===== src/rtl/assert_macros.svh =====
// Assertion helpers shared by the RTL.
`ifndef ASSERT_MACROS_SVH
`define ASSERT_MACROS_SVH

`ifndef ASSERT_OFF

// Property must hold on every rising clock edge outside reset.
`define ASSERT_AT(name, clk, rst_n, prop, msg) \
  name: assert property (@(posedge clk) disable iff (!rst_n) (prop)) else $error(msg);

// Condition must never be seen outside reset.
`define ASSERT_NEVER(name, clk, rst_n, cond, msg) \
  name: assert property (@(posedge clk) disable iff (!rst_n) !(cond)) else $error(msg);

`else

`define ASSERT_AT(name, clk, rst_n, prop, msg)
`define ASSERT_NEVER(name, clk, rst_n, cond, msg)

`endif

`endif


===== src/rtl/ewalu_pkg.sv =====
package ewalu_pkg;

  // Operation codes; code 31 is unused and acts as a no-op.
  typedef enum logic [4:0] {
    OP_ADD   = 5'd0,
    OP_ADC   = 5'd1,
    OP_SUB   = 5'd2,
    OP_SBC   = 5'd3,
    OP_AND   = 5'd4,
    OP_XOR   = 5'd5,
    OP_OR    = 5'd6,
    OP_CP    = 5'd7,
    OP_INC   = 5'd8,
    OP_DEC   = 5'd9,
    OP_ADD16 = 5'd10,
    OP_ADDSP = 5'd11,
    OP_RLC   = 5'd12,
    OP_RRC   = 5'd13,
    OP_RL    = 5'd14,
    OP_RR    = 5'd15,
    OP_SLA   = 5'd16,
    OP_SRA   = 5'd17,
    OP_SWAP  = 5'd18,
    OP_SRL   = 5'd19,
    OP_BIT   = 5'd20,
    OP_RES   = 5'd21,
    OP_SET   = 5'd22,
    OP_DAA   = 5'd23,
    OP_RLCA  = 5'd24,
    OP_RRCA  = 5'd25,
    OP_RLA   = 5'd26,
    OP_RRA   = 5'd27,
    OP_CPL   = 5'd28,
    OP_SCF   = 5'd29,
    OP_CCF   = 5'd30
  } op_e;

  // Flag bit positions.
  localparam int unsigned FLAG_Z = 3;
  localparam int unsigned FLAG_N = 2;
  localparam int unsigned FLAG_H = 1;
  localparam int unsigned FLAG_C = 0;

  // Decimal adjust constants.
  localparam logic [7:0] DAA_LIMIT = 8'h99;
  localparam logic [7:0] DAA_HI    = 8'h60;
  localparam logic [7:0] DAA_LO    = 8'h06;
  localparam logic [3:0] BCD_MAX   = 4'h9;

  localparam int unsigned REQ_W      = 60;
  localparam int unsigned REQ_DATA_W = 64;
  localparam int unsigned RSP_W      = 20;
  localparam int unsigned RSP_DATA_W = 24;

  // Packed with the first field in the highest bits.
  typedef struct packed {
    logic [3:0]  flags_in;
    logic [2:0]  bit_index;
    logic [15:0] wide_addend;
    logic [15:0] wide_base;
    logic [7:0]  operand;
    logic [7:0]  acc;
    logic [4:0]  operation;
  } req_t;

  typedef struct packed {
    logic [3:0]  flags_out;
    logic [15:0] result;
  } rsp_t;

endpackage


===== src/rtl/ewalu_core.sv =====
module ewalu_core (
  input  ewalu_pkg::req_t req_i,
  output ewalu_pkg::rsp_t rsp_o
);

  function automatic logic is_zero(input logic [7:0] val);
    return (val == 8'h00);
  endfunction

  logic [7:0]  a;
  logic [7:0]  v;
  logic [3:0]  f;
  logic        cin;
  logic        c_add;
  logic        c_sub;
  logic [8:0]  add9;
  logic [4:0]  addh;
  logic [8:0]  sub9;
  logic [4:0]  subh;
  logic [7:0]  inc8;
  logic [7:0]  dec8;
  logic [16:0] w17;
  logic [12:0] w13;
  logic [15:0] sp16;
  logic [8:0]  sp9;
  logic [4:0]  sph;
  logic [7:0]  bit_mask;
  logic [7:0]  daa_t;
  logic        daa_c;
  logic [7:0]  r8;
  logic [15:0] res;
  logic [3:0]  nf;
  ewalu_pkg::op_e op;

  assign op    = ewalu_pkg::op_e'(req_i.operation);
  assign a     = req_i.acc;
  assign v     = req_i.operand;
  assign f     = req_i.flags_in;
  assign cin   = f[ewalu_pkg::FLAG_C];
  assign c_add = (op == ewalu_pkg::OP_ADC) && cin;
  assign c_sub = (op == ewalu_pkg::OP_SBC) && cin;

  assign add9 = {1'b0, a} + {1'b0, v} + {8'd0, c_add};
  assign addh = {1'b0, a[3:0]} + {1'b0, v[3:0]} + {4'd0, c_add};
  // Borrow shows up as the sign bit of the 9-bit difference.
  assign sub9 = {1'b0, a} - {1'b0, v} - {8'd0, c_sub};
  assign subh = {1'b0, a[3:0]} - {1'b0, v[3:0]} - {4'd0, c_sub};
  assign inc8 = a + 8'd1;
  assign dec8 = a - 8'd1;

  assign w17  = {1'b0, req_i.wide_base} + {1'b0, req_i.wide_addend};
  assign w13  = {1'b0, req_i.wide_base[11:0]} + {1'b0, req_i.wide_addend[11:0]};
  assign sp16 = req_i.wide_base + {{8{v[7]}}, v};
  assign sp9  = {1'b0, req_i.wide_base[7:0]} + {1'b0, v};
  assign sph  = {1'b0, req_i.wide_base[3:0]} + {1'b0, v[3:0]};

  assign bit_mask = 8'h01 << req_i.bit_index;

  always_comb begin
    daa_t = a;
    daa_c = cin;
    if (!f[ewalu_pkg::FLAG_N]) begin
      if (daa_c || (a > ewalu_pkg::DAA_LIMIT)) begin
        daa_t = a + ewalu_pkg::DAA_HI;
        daa_c = 1'b1;
      end
      if (f[ewalu_pkg::FLAG_H] || (daa_t[3:0] > ewalu_pkg::BCD_MAX)) begin
        daa_t = daa_t + ewalu_pkg::DAA_LO;
      end
    end else begin
      if (daa_c) begin
        daa_t = daa_t - ewalu_pkg::DAA_HI;
      end
      if (f[ewalu_pkg::FLAG_H]) begin
        daa_t = daa_t - ewalu_pkg::DAA_LO;
      end
    end
  end

  always_comb begin
    r8  = a;
    res = {8'h00, a};
    nf  = f;
    case (op)
      ewalu_pkg::OP_ADD, ewalu_pkg::OP_ADC: begin
        r8  = add9[7:0];
        res = {8'h00, r8};
        nf  = {is_zero(r8), 1'b0, addh[4], add9[8]};
      end
      ewalu_pkg::OP_SUB, ewalu_pkg::OP_SBC, ewalu_pkg::OP_CP: begin
        r8  = sub9[7:0];
        res = (op == ewalu_pkg::OP_CP) ? {8'h00, a} : {8'h00, r8};
        nf  = {is_zero(r8), 1'b1, subh[4], sub9[8]};
      end
      ewalu_pkg::OP_AND: begin
        r8  = a & v;
        res = {8'h00, r8};
        nf  = {is_zero(r8), 1'b0, 1'b1, 1'b0};
      end
      ewalu_pkg::OP_XOR: begin
        r8  = a ^ v;
        res = {8'h00, r8};
        nf  = {is_zero(r8), 3'b000};
      end
      ewalu_pkg::OP_OR: begin
        r8  = a | v;
        res = {8'h00, r8};
        nf  = {is_zero(r8), 3'b000};
      end
      ewalu_pkg::OP_INC: begin
        res = {8'h00, inc8};
        nf  = {is_zero(inc8), 1'b0, (a[3:0] == 4'hF), cin};
      end
      ewalu_pkg::OP_DEC: begin
        res = {8'h00, dec8};
        nf  = {is_zero(dec8), 1'b1, (a[3:0] == 4'h0), cin};
      end
      ewalu_pkg::OP_ADD16: begin
        res = w17[15:0];
        nf  = {f[ewalu_pkg::FLAG_Z], 1'b0, w13[12], w17[16]};
      end
      ewalu_pkg::OP_ADDSP: begin
        res = sp16;
        nf  = {2'b00, sph[4], sp9[8]};
      end
      ewalu_pkg::OP_RLC, ewalu_pkg::OP_RLCA: begin
        r8  = {a[6:0], a[7]};
        res = {8'h00, r8};
        nf  = {(op == ewalu_pkg::OP_RLC) && is_zero(r8), 2'b00, a[7]};
      end
      ewalu_pkg::OP_RRC, ewalu_pkg::OP_RRCA: begin
        r8  = {a[0], a[7:1]};
        res = {8'h00, r8};
        nf  = {(op == ewalu_pkg::OP_RRC) && is_zero(r8), 2'b00, a[0]};
      end
      ewalu_pkg::OP_RL, ewalu_pkg::OP_RLA: begin
        r8  = {a[6:0], cin};
        res = {8'h00, r8};
        nf  = {(op == ewalu_pkg::OP_RL) && is_zero(r8), 2'b00, a[7]};
      end
      ewalu_pkg::OP_RR, ewalu_pkg::OP_RRA: begin
        r8  = {cin, a[7:1]};
        res = {8'h00, r8};
        nf  = {(op == ewalu_pkg::OP_RR) && is_zero(r8), 2'b00, a[0]};
      end
      ewalu_pkg::OP_SLA: begin
        r8  = {a[6:0], 1'b0};
        res = {8'h00, r8};
        nf  = {is_zero(r8), 2'b00, a[7]};
      end
      ewalu_pkg::OP_SRA: begin
        r8  = {a[7], a[7:1]};
        res = {8'h00, r8};
        nf  = {is_zero(r8), 2'b00, a[0]};
      end
      ewalu_pkg::OP_SWAP: begin
        r8  = {a[3:0], a[7:4]};
        res = {8'h00, r8};
        nf  = {is_zero(r8), 3'b000};
      end
      ewalu_pkg::OP_SRL: begin
        r8  = {1'b0, a[7:1]};
        res = {8'h00, r8};
        nf  = {is_zero(r8), 2'b00, a[0]};
      end
      ewalu_pkg::OP_BIT: begin
        nf = {((a & bit_mask) == 8'h00), 1'b0, 1'b1, cin};
      end
      ewalu_pkg::OP_RES: begin
        res = {8'h00, a & ~bit_mask};
      end
      ewalu_pkg::OP_SET: begin
        res = {8'h00, a | bit_mask};
      end
      ewalu_pkg::OP_DAA: begin
        res = {8'h00, daa_t};
        nf  = {is_zero(daa_t), f[ewalu_pkg::FLAG_N], 1'b0, daa_c};
      end
      ewalu_pkg::OP_CPL: begin
        res = {8'h00, ~a};
        nf  = {f[ewalu_pkg::FLAG_Z], 1'b1, 1'b1, cin};
      end
      ewalu_pkg::OP_SCF: begin
        nf = {f[ewalu_pkg::FLAG_Z], 2'b00, 1'b1};
      end
      ewalu_pkg::OP_CCF: begin
        nf = {f[ewalu_pkg::FLAG_Z], 2'b00, ~cin};
      end
      default: begin
        res = {8'h00, a};
        nf  = f;
      end
    endcase
  end

  assign rsp_o.result    = res;
  assign rsp_o.flags_out = nf;

endmodule


===== src/rtl/eight_bit_alu_with_flags.sv =====
// Channel  | Dir | Handshake             | Payload
// ---------+-----+-----------------------+------------------------------------------
// s_axis   | in  | s_axis_tvalid/tready  | one request: operation, operands, flags
// m_axis   | out | m_axis_tvalid/tready  | one result: 16-bit value and new flags
//
// One request per clock sustained while m_axis_tready stays high; a request passes
// through the request register, ALU logic and result register.
// Reset (rst_ni low, async) empties both stages; payload registers are not reset.
// A stalled result holds in the output register while the request stage still
// takes a new request; s_axis_tready drops only when both stages are full.
`include "assert_macros.svh"

module eight_bit_alu_with_flags (
  input  logic        clk_i,
  input  logic        rst_ni,

  input  logic        s_axis_tvalid,
  output logic        s_axis_tready,
  // [4:0] operation, [12:5] acc, [20:13] operand, [36:21] wide_base,
  // [52:37] wide_addend, [55:53] bit_index, [59:56] flags_in, [63:60] unused
  input  logic [63:0] s_axis_tdata,

  output logic        m_axis_tvalid,
  input  logic        m_axis_tready,
  // [15:0] result, [19:16] flags_out, [23:20] zero
  output logic [23:0] m_axis_tdata
);

  // Request stage
  ewalu_pkg::req_t req_q;
  logic            req_valid_q;
  logic            req_valid_d;

  // Result stage
  ewalu_pkg::rsp_t rsp_d;
  ewalu_pkg::rsp_t rsp_q;
  logic            rsp_valid_q;
  logic            rsp_valid_d;

  logic            in_hs;
  logic            advance;

  // The request stage can move on when the result register is empty or draining.
  assign advance       = !rsp_valid_q || m_axis_tready;
  assign s_axis_tready = !req_valid_q || advance;
  assign in_hs         = s_axis_tvalid && s_axis_tready;

  always_comb begin
    req_valid_d = req_valid_q;
    if (in_hs) begin
      req_valid_d = 1'b1;
    end else if (advance) begin
      req_valid_d = 1'b0;
    end
  end

  assign rsp_valid_d = advance ? req_valid_q : rsp_valid_q;

  always_ff @(posedge clk_i or negedge rst_ni) begin
    if (!rst_ni) begin
      req_valid_q <= 1'b0;
      rsp_valid_q <= 1'b0;
    end else begin
      req_valid_q <= req_valid_d;
      rsp_valid_q <= rsp_valid_d;
    end
  end

  always_ff @(posedge clk_i) begin
    if (in_hs) begin
      req_q <= ewalu_pkg::req_t'(s_axis_tdata[ewalu_pkg::REQ_W-1:0]);
    end
    if (advance && req_valid_q) begin
      rsp_q <= rsp_d;
    end
  end

  ewalu_core u_core (
    .req_i (req_q),
    .rsp_o (rsp_d)
  );

  assign m_axis_tvalid = rsp_valid_q;
  assign m_axis_tdata  = {{(ewalu_pkg::RSP_DATA_W - ewalu_pkg::RSP_W){1'b0}}, rsp_q};

  // A result only appears after a request sat in the request stage.
  `ASSERT_AT(a_out_from_req, clk_i, rst_ni, $rose(m_axis_tvalid) |-> $past(req_valid_q), "result without request")
  // A blocked output must keep the pending request.
  `ASSERT_AT(a_hold_req, clk_i, rst_ni, (rsp_valid_q && !m_axis_tready && req_valid_q) |=> req_valid_q, "request lost under stall")
  // Backpressure on the input only when both stages are occupied.
  `ASSERT_NEVER(a_ready_full, clk_i, rst_ni, !s_axis_tready && !(req_valid_q && rsp_valid_q), "input stalled with room")

endmodule

===== config.mk =====
export PLATFORM = sky130hd
export DESIGN_NAME = eight_bit_alu_with_flags
export DESIGN_NICKNAME = d
export VERILOG_FILES = /design/src/rtl/ewalu_pkg.sv /design/src/rtl/ewalu_core.sv /design/src/rtl/eight_bit_alu_with_flags.sv
export VERILOG_INCLUDE_DIRS = /design/src /design/src/rtl
export SDC_FILE = /design/constraint.sdc
export NUM_CORES = 1
export LEC_CHECK = 0
export BUFFER_PORTS_ARGS = -buffer_cell sky130_fd_sc_hd__buf_4
export CAP_MARGIN = 20
export CORE_ASPECT_RATIO = 0.8
export CORE_MARGIN = 4
export CORE_UTILIZATION = 40
export DETAILED_ROUTE_END_ITERATION = 16
export HOLD_SLACK_MARGIN = 0.1
export PLACE_DENSITY = 0.57
export SYNTH_ARGS = -nofsm -noshare
export SYNTH_HDL_FRONTEND = slang
export SYNTH_SLANG_ARGS = --single-unit

===== constraint.sdc =====
create_clock -name clk_i -period 3.4 [get_ports clk_i]
set_input_delay 0.51 -clock clk_i [delete_from_list [all_inputs] [get_ports clk_i]]
set_output_delay 0.51 -clock clk_i [all_outputs]
set_load 0.1 [all_outputs]

==> flow_summary.json <==
{
  "status": "finished, final reports clean",
  "fin_skew_ns": 0.0156,
  "drt_iter0_drc": 793,
  "first_global_vias": 6816,
  "synth-seq-area-share": 0.330,
  "top_usage_layer": "met1",
  "slew_headroom": 0.252,
  "synth.avg_cell_area_sq_um": 9.17,
  "slew_viol_final": 0,
  "rows": 44,
  "die_y_microns": 130,
  "async_flop_share": 0.0244,
  "intPower_mw": 2.23,
  "setup_violations": 0,
  "maxCapViolations": 0,
  "synth_warnings": 0,
  "crit_path_start_kind": "register",
  "routed_wl_microns": 30100,
  "num_antenna_cells": 0,
  "ys_ff_latch": 82,
  "post-route-cell-area_sq_um": 9130,
  "synth-edff-count": 80,
  "start_util": 0.409,
  "ir_drop_uv": 194,
  "timing_worst_slew_pin_value_ns": 1.12,
  "drive_gt1_frac": 0.230,
  "p_leak_nw": 3.62,
  "crit_path_cell_trace": "buf_6 > nor2_4 > nand3_4 > fa_1 > inv_1 > ha_2 > o21ai_2 > a311oi_2 > buf_4 > xor2_1 > nor3_1 > a311oi_1 > o31a_1 > o31ai_2",
  "hold_class": "primary input to register",
  "hpwl_microns": 23000,
  "core_area_sq_um": 18200,
  "worstPathRequired_ns": 3.51,
  "ff2ff_path_depth": 14,
  "period_needed_ns": 3.37,
  "synth_ff_type": "edfxtp_1",
  "pwr-share-seq": 0.345,
  "crit_type": "register to register",
  "ant_nets": 0,
  "htree_levels": 3,
  "hold_start": "s_axis_tdata[12]",
  "finalHoldViolations": 0,
  "numCtsBuffers": 9,
  "netlist.area_leader.share": 0.323,
  "timing.fmax_mhz": 297,
  "setup_tns_ns": 0,
  "clockRootBuffer": "clkbuf_16",
  "syn_to_final_growth_pct": 22.9,
  "remaining_drc_errors": 0,
  "r2r_slack_ns": 0.03,
  "path_max_fanout": 3,
  "power_density_nw_per_um2": 403,
  "gp_congestion": 1.00,
  "max_stage_delay_ns": 0.51,
  "r2r-start": "req_q[2]$_DFFE_PP_",
  "synth_top_area_cell": "edfxtp_1",
  "syn-cell-area_sq_um": 7430,
  "grt_start_max_net_pins": 38,
  "period_share": 0.992,
  "worstPathArrival_ns": 3.48,
  "whs_path_depth": 1,
  "cts_tree": "done",
  "startpoint": "req_q[2]$_DFFE_PP_",
  "use_met1": 0.417,
  "num_vias": 7290,
  "overflow": 0,
  "crit_slowest_cell": "fa_1",
  "finalPower_mw": 3.68,
  "ys_top_cells_by_area": "edfxtp_1 (32%), ha_1 (12%), a21oi_1 (4.0%), xnor2_1 (3.9%), nand2_1 (2.8%)",
  "dpl_cell_area_sq_um": 8600,
  "final_common_cell": "buf_4",
  "syn_inst": 810,
  "insertion_delay_ns": 0.36,
  "clk_pin_slew_ns": 0.08,
  "rsz0062_at_grt": "yes",
  "grtUsageTotal": 0.280,
  "met3_usage": 0.0751,
  "cp-end-kind": "register",
  "clockPowerShare": 0.267,
  "dieArea_sq_um": 20800,
  "die_w_microns": 160,
  "pwr-share-comb": 0.388,
  "clkSinkCount": 82,
  "fin_nets": 1073,
  "use_met2": 0.409,
  "grt_pass1_wl_microns": 43700,
  "layout_common_cells": "buf_4 (142), edfxtp_1 (80), ha_1 (71)",
  "post_drt_wl_per_cell_microns": 25.9,
  "cp_top_family": "compound AO/OA/AOI/OAI gates",
  "io_buffers": 85,
  "antenna_found_initial": 0,
  "drt-pass1-iter-count": 5,
  "cts_buffer_depth": 2,
  "ys_types": 76,
  "swShare": 0.394,
  "holdPathEnd": "req_q[12]$_DFFE_PP_",
  "reg2reg_to": "m_axis_tdata[19]$_DFFE_PP_",
  "p_sw_mw": 1.45,
  "routed_via_density": 6.27,
  "num_io_pins": 94,
  "worst-path-buf-inv": 3
}
==> Yosys cell counts, drive strengths merged (9+ instances only) <==
library cell / n
inv: 37
a21oi: 60
a22oi: 9
o22ai: 15
edfxtp: 80
ha: 72
nor2b: 9
nand3: 29
nor4: 12
nor3: 28
a31oi: 10
nor2: 50
nand2: 56
clkbuf: 32
a211oi: 12
a221oi: 12
xnor2: 33
buf: 16
a21o: 13
nand2b: 14
xor2: 21
nand4: 10
o21ai: 36
==> cells by family after synthesis <==
kind of cell,after synthesis,share of synthesized area
mux,4,0.00910
other cells,1,0.000505
fa+ha+maj,78,0.137
xor+xnor,54,0.0637
flops,82,0.330
simple gates,250,0.174
buf+inv,87,0.0482
compound gates,254,0.237
==> power by group through the flow <==
stage	sequential (mW)	combinational (mW)	clock, mW
finish	1.27	1.43	0.983
global route	1.28	1.52	1.04
CTS	1.27	1.36	1.01
detailed placement	1.29	1.34	0
global placement	1.29	1.33	0
floorplan	1.45	0.728	0
==> stage by stage <==
stage | setup WS, ns | std cells | util | hold WS, ns
final | 0.0274 | 1162 | 0.502 | 0.326
after global routing | -0.0825 | 1162 | 0.502 | 0.318
after global placement | -0.271 | 1136 | 0.473 | 0.292
after floorplan | 0.00330 | 813 | - | 0.214
after CTS | -0.0166 | 1153 | 0.492 | 0.319
after detailed placement | -0.288 | 1136 | 0.473 | 0.294
==> worst max path at each step <==
| stage | to | slack (ns) | cells past startpoint |
|---|---|---|---|
| finish | m_axis_tdata[19]$_DFFE_PP_ | 0.03 | 14 |
| global route | m_axis_tdata[19]$_DFFE_PP_ | -0.08 | 13 |
| CTS | m_axis_tdata[7]$_DFFE_PP_ | -0.02 | 14 |
| detailed placement | m_axis_tdata[7]$_DFFE_PP_ | -0.29 | 14 |
| global placement | m_axis_tdata[7]$_DFFE_PP_ | -0.27 | 14 |
| floorplan | m_axis_tdata[7]$_DFFE_PP_ | 0.003 | 14 |
==> worst reg2reg max path, stage by stage, from the launching register on <==
cell,delay [ns]
edfxtp_1,0.46
buf_6,0.16
nor2_4,0.10
nand3_4,0.14
fa_1,0.51
inv_1,0.08
ha_2,0.17
o21ai_2,0.07
a311oi_2,0.32
buf_4,0.17
xor2_1,0.19
nor3_1,0.13
a311oi_1,0.31
o31a_1,0.25
o31ai_2,0.08
==> routing by layer <==
| metal | up-vias | part of all wire |
|---|---|---|
| met5 | - | 0 |
| met4 | 0 | 0.019 |
| met3 | 53 | 0.11 |
| met2 | 381 | 0.42 |
| met1 | 3539 | 0.45 |
| li1 | 3317 | - |
==> state kept, by name (all words and copies together), names as in the netlist <==
name	count
req_valid_q	1
req_q	60
m_axis_tvalid	1
m_axis_tdata	20
==> layout make-up <==
class | instances | area, sq um
clock buffers | 9 | 225
clock inverters | 7 | 60.1
fillers | 1738 | 9040
inverters | 39 | 146
multi-input cells | 644 | 4760
flip-flops and latches | 82 | 2450
well taps | 230 | 288
repair buffers | 151 | 1200
==> repair_timing <==
action	4_1_cts	5_1_grt
resized for setup	11	28
hold buffers	1	0
buffers inserted	0	8
cloned	0	1
setup endpoints to repair	6	8
pin swaps	2	21
hold endpoints to repair	2	0
No activity file was read; power rests on OpenSTA's default activity.
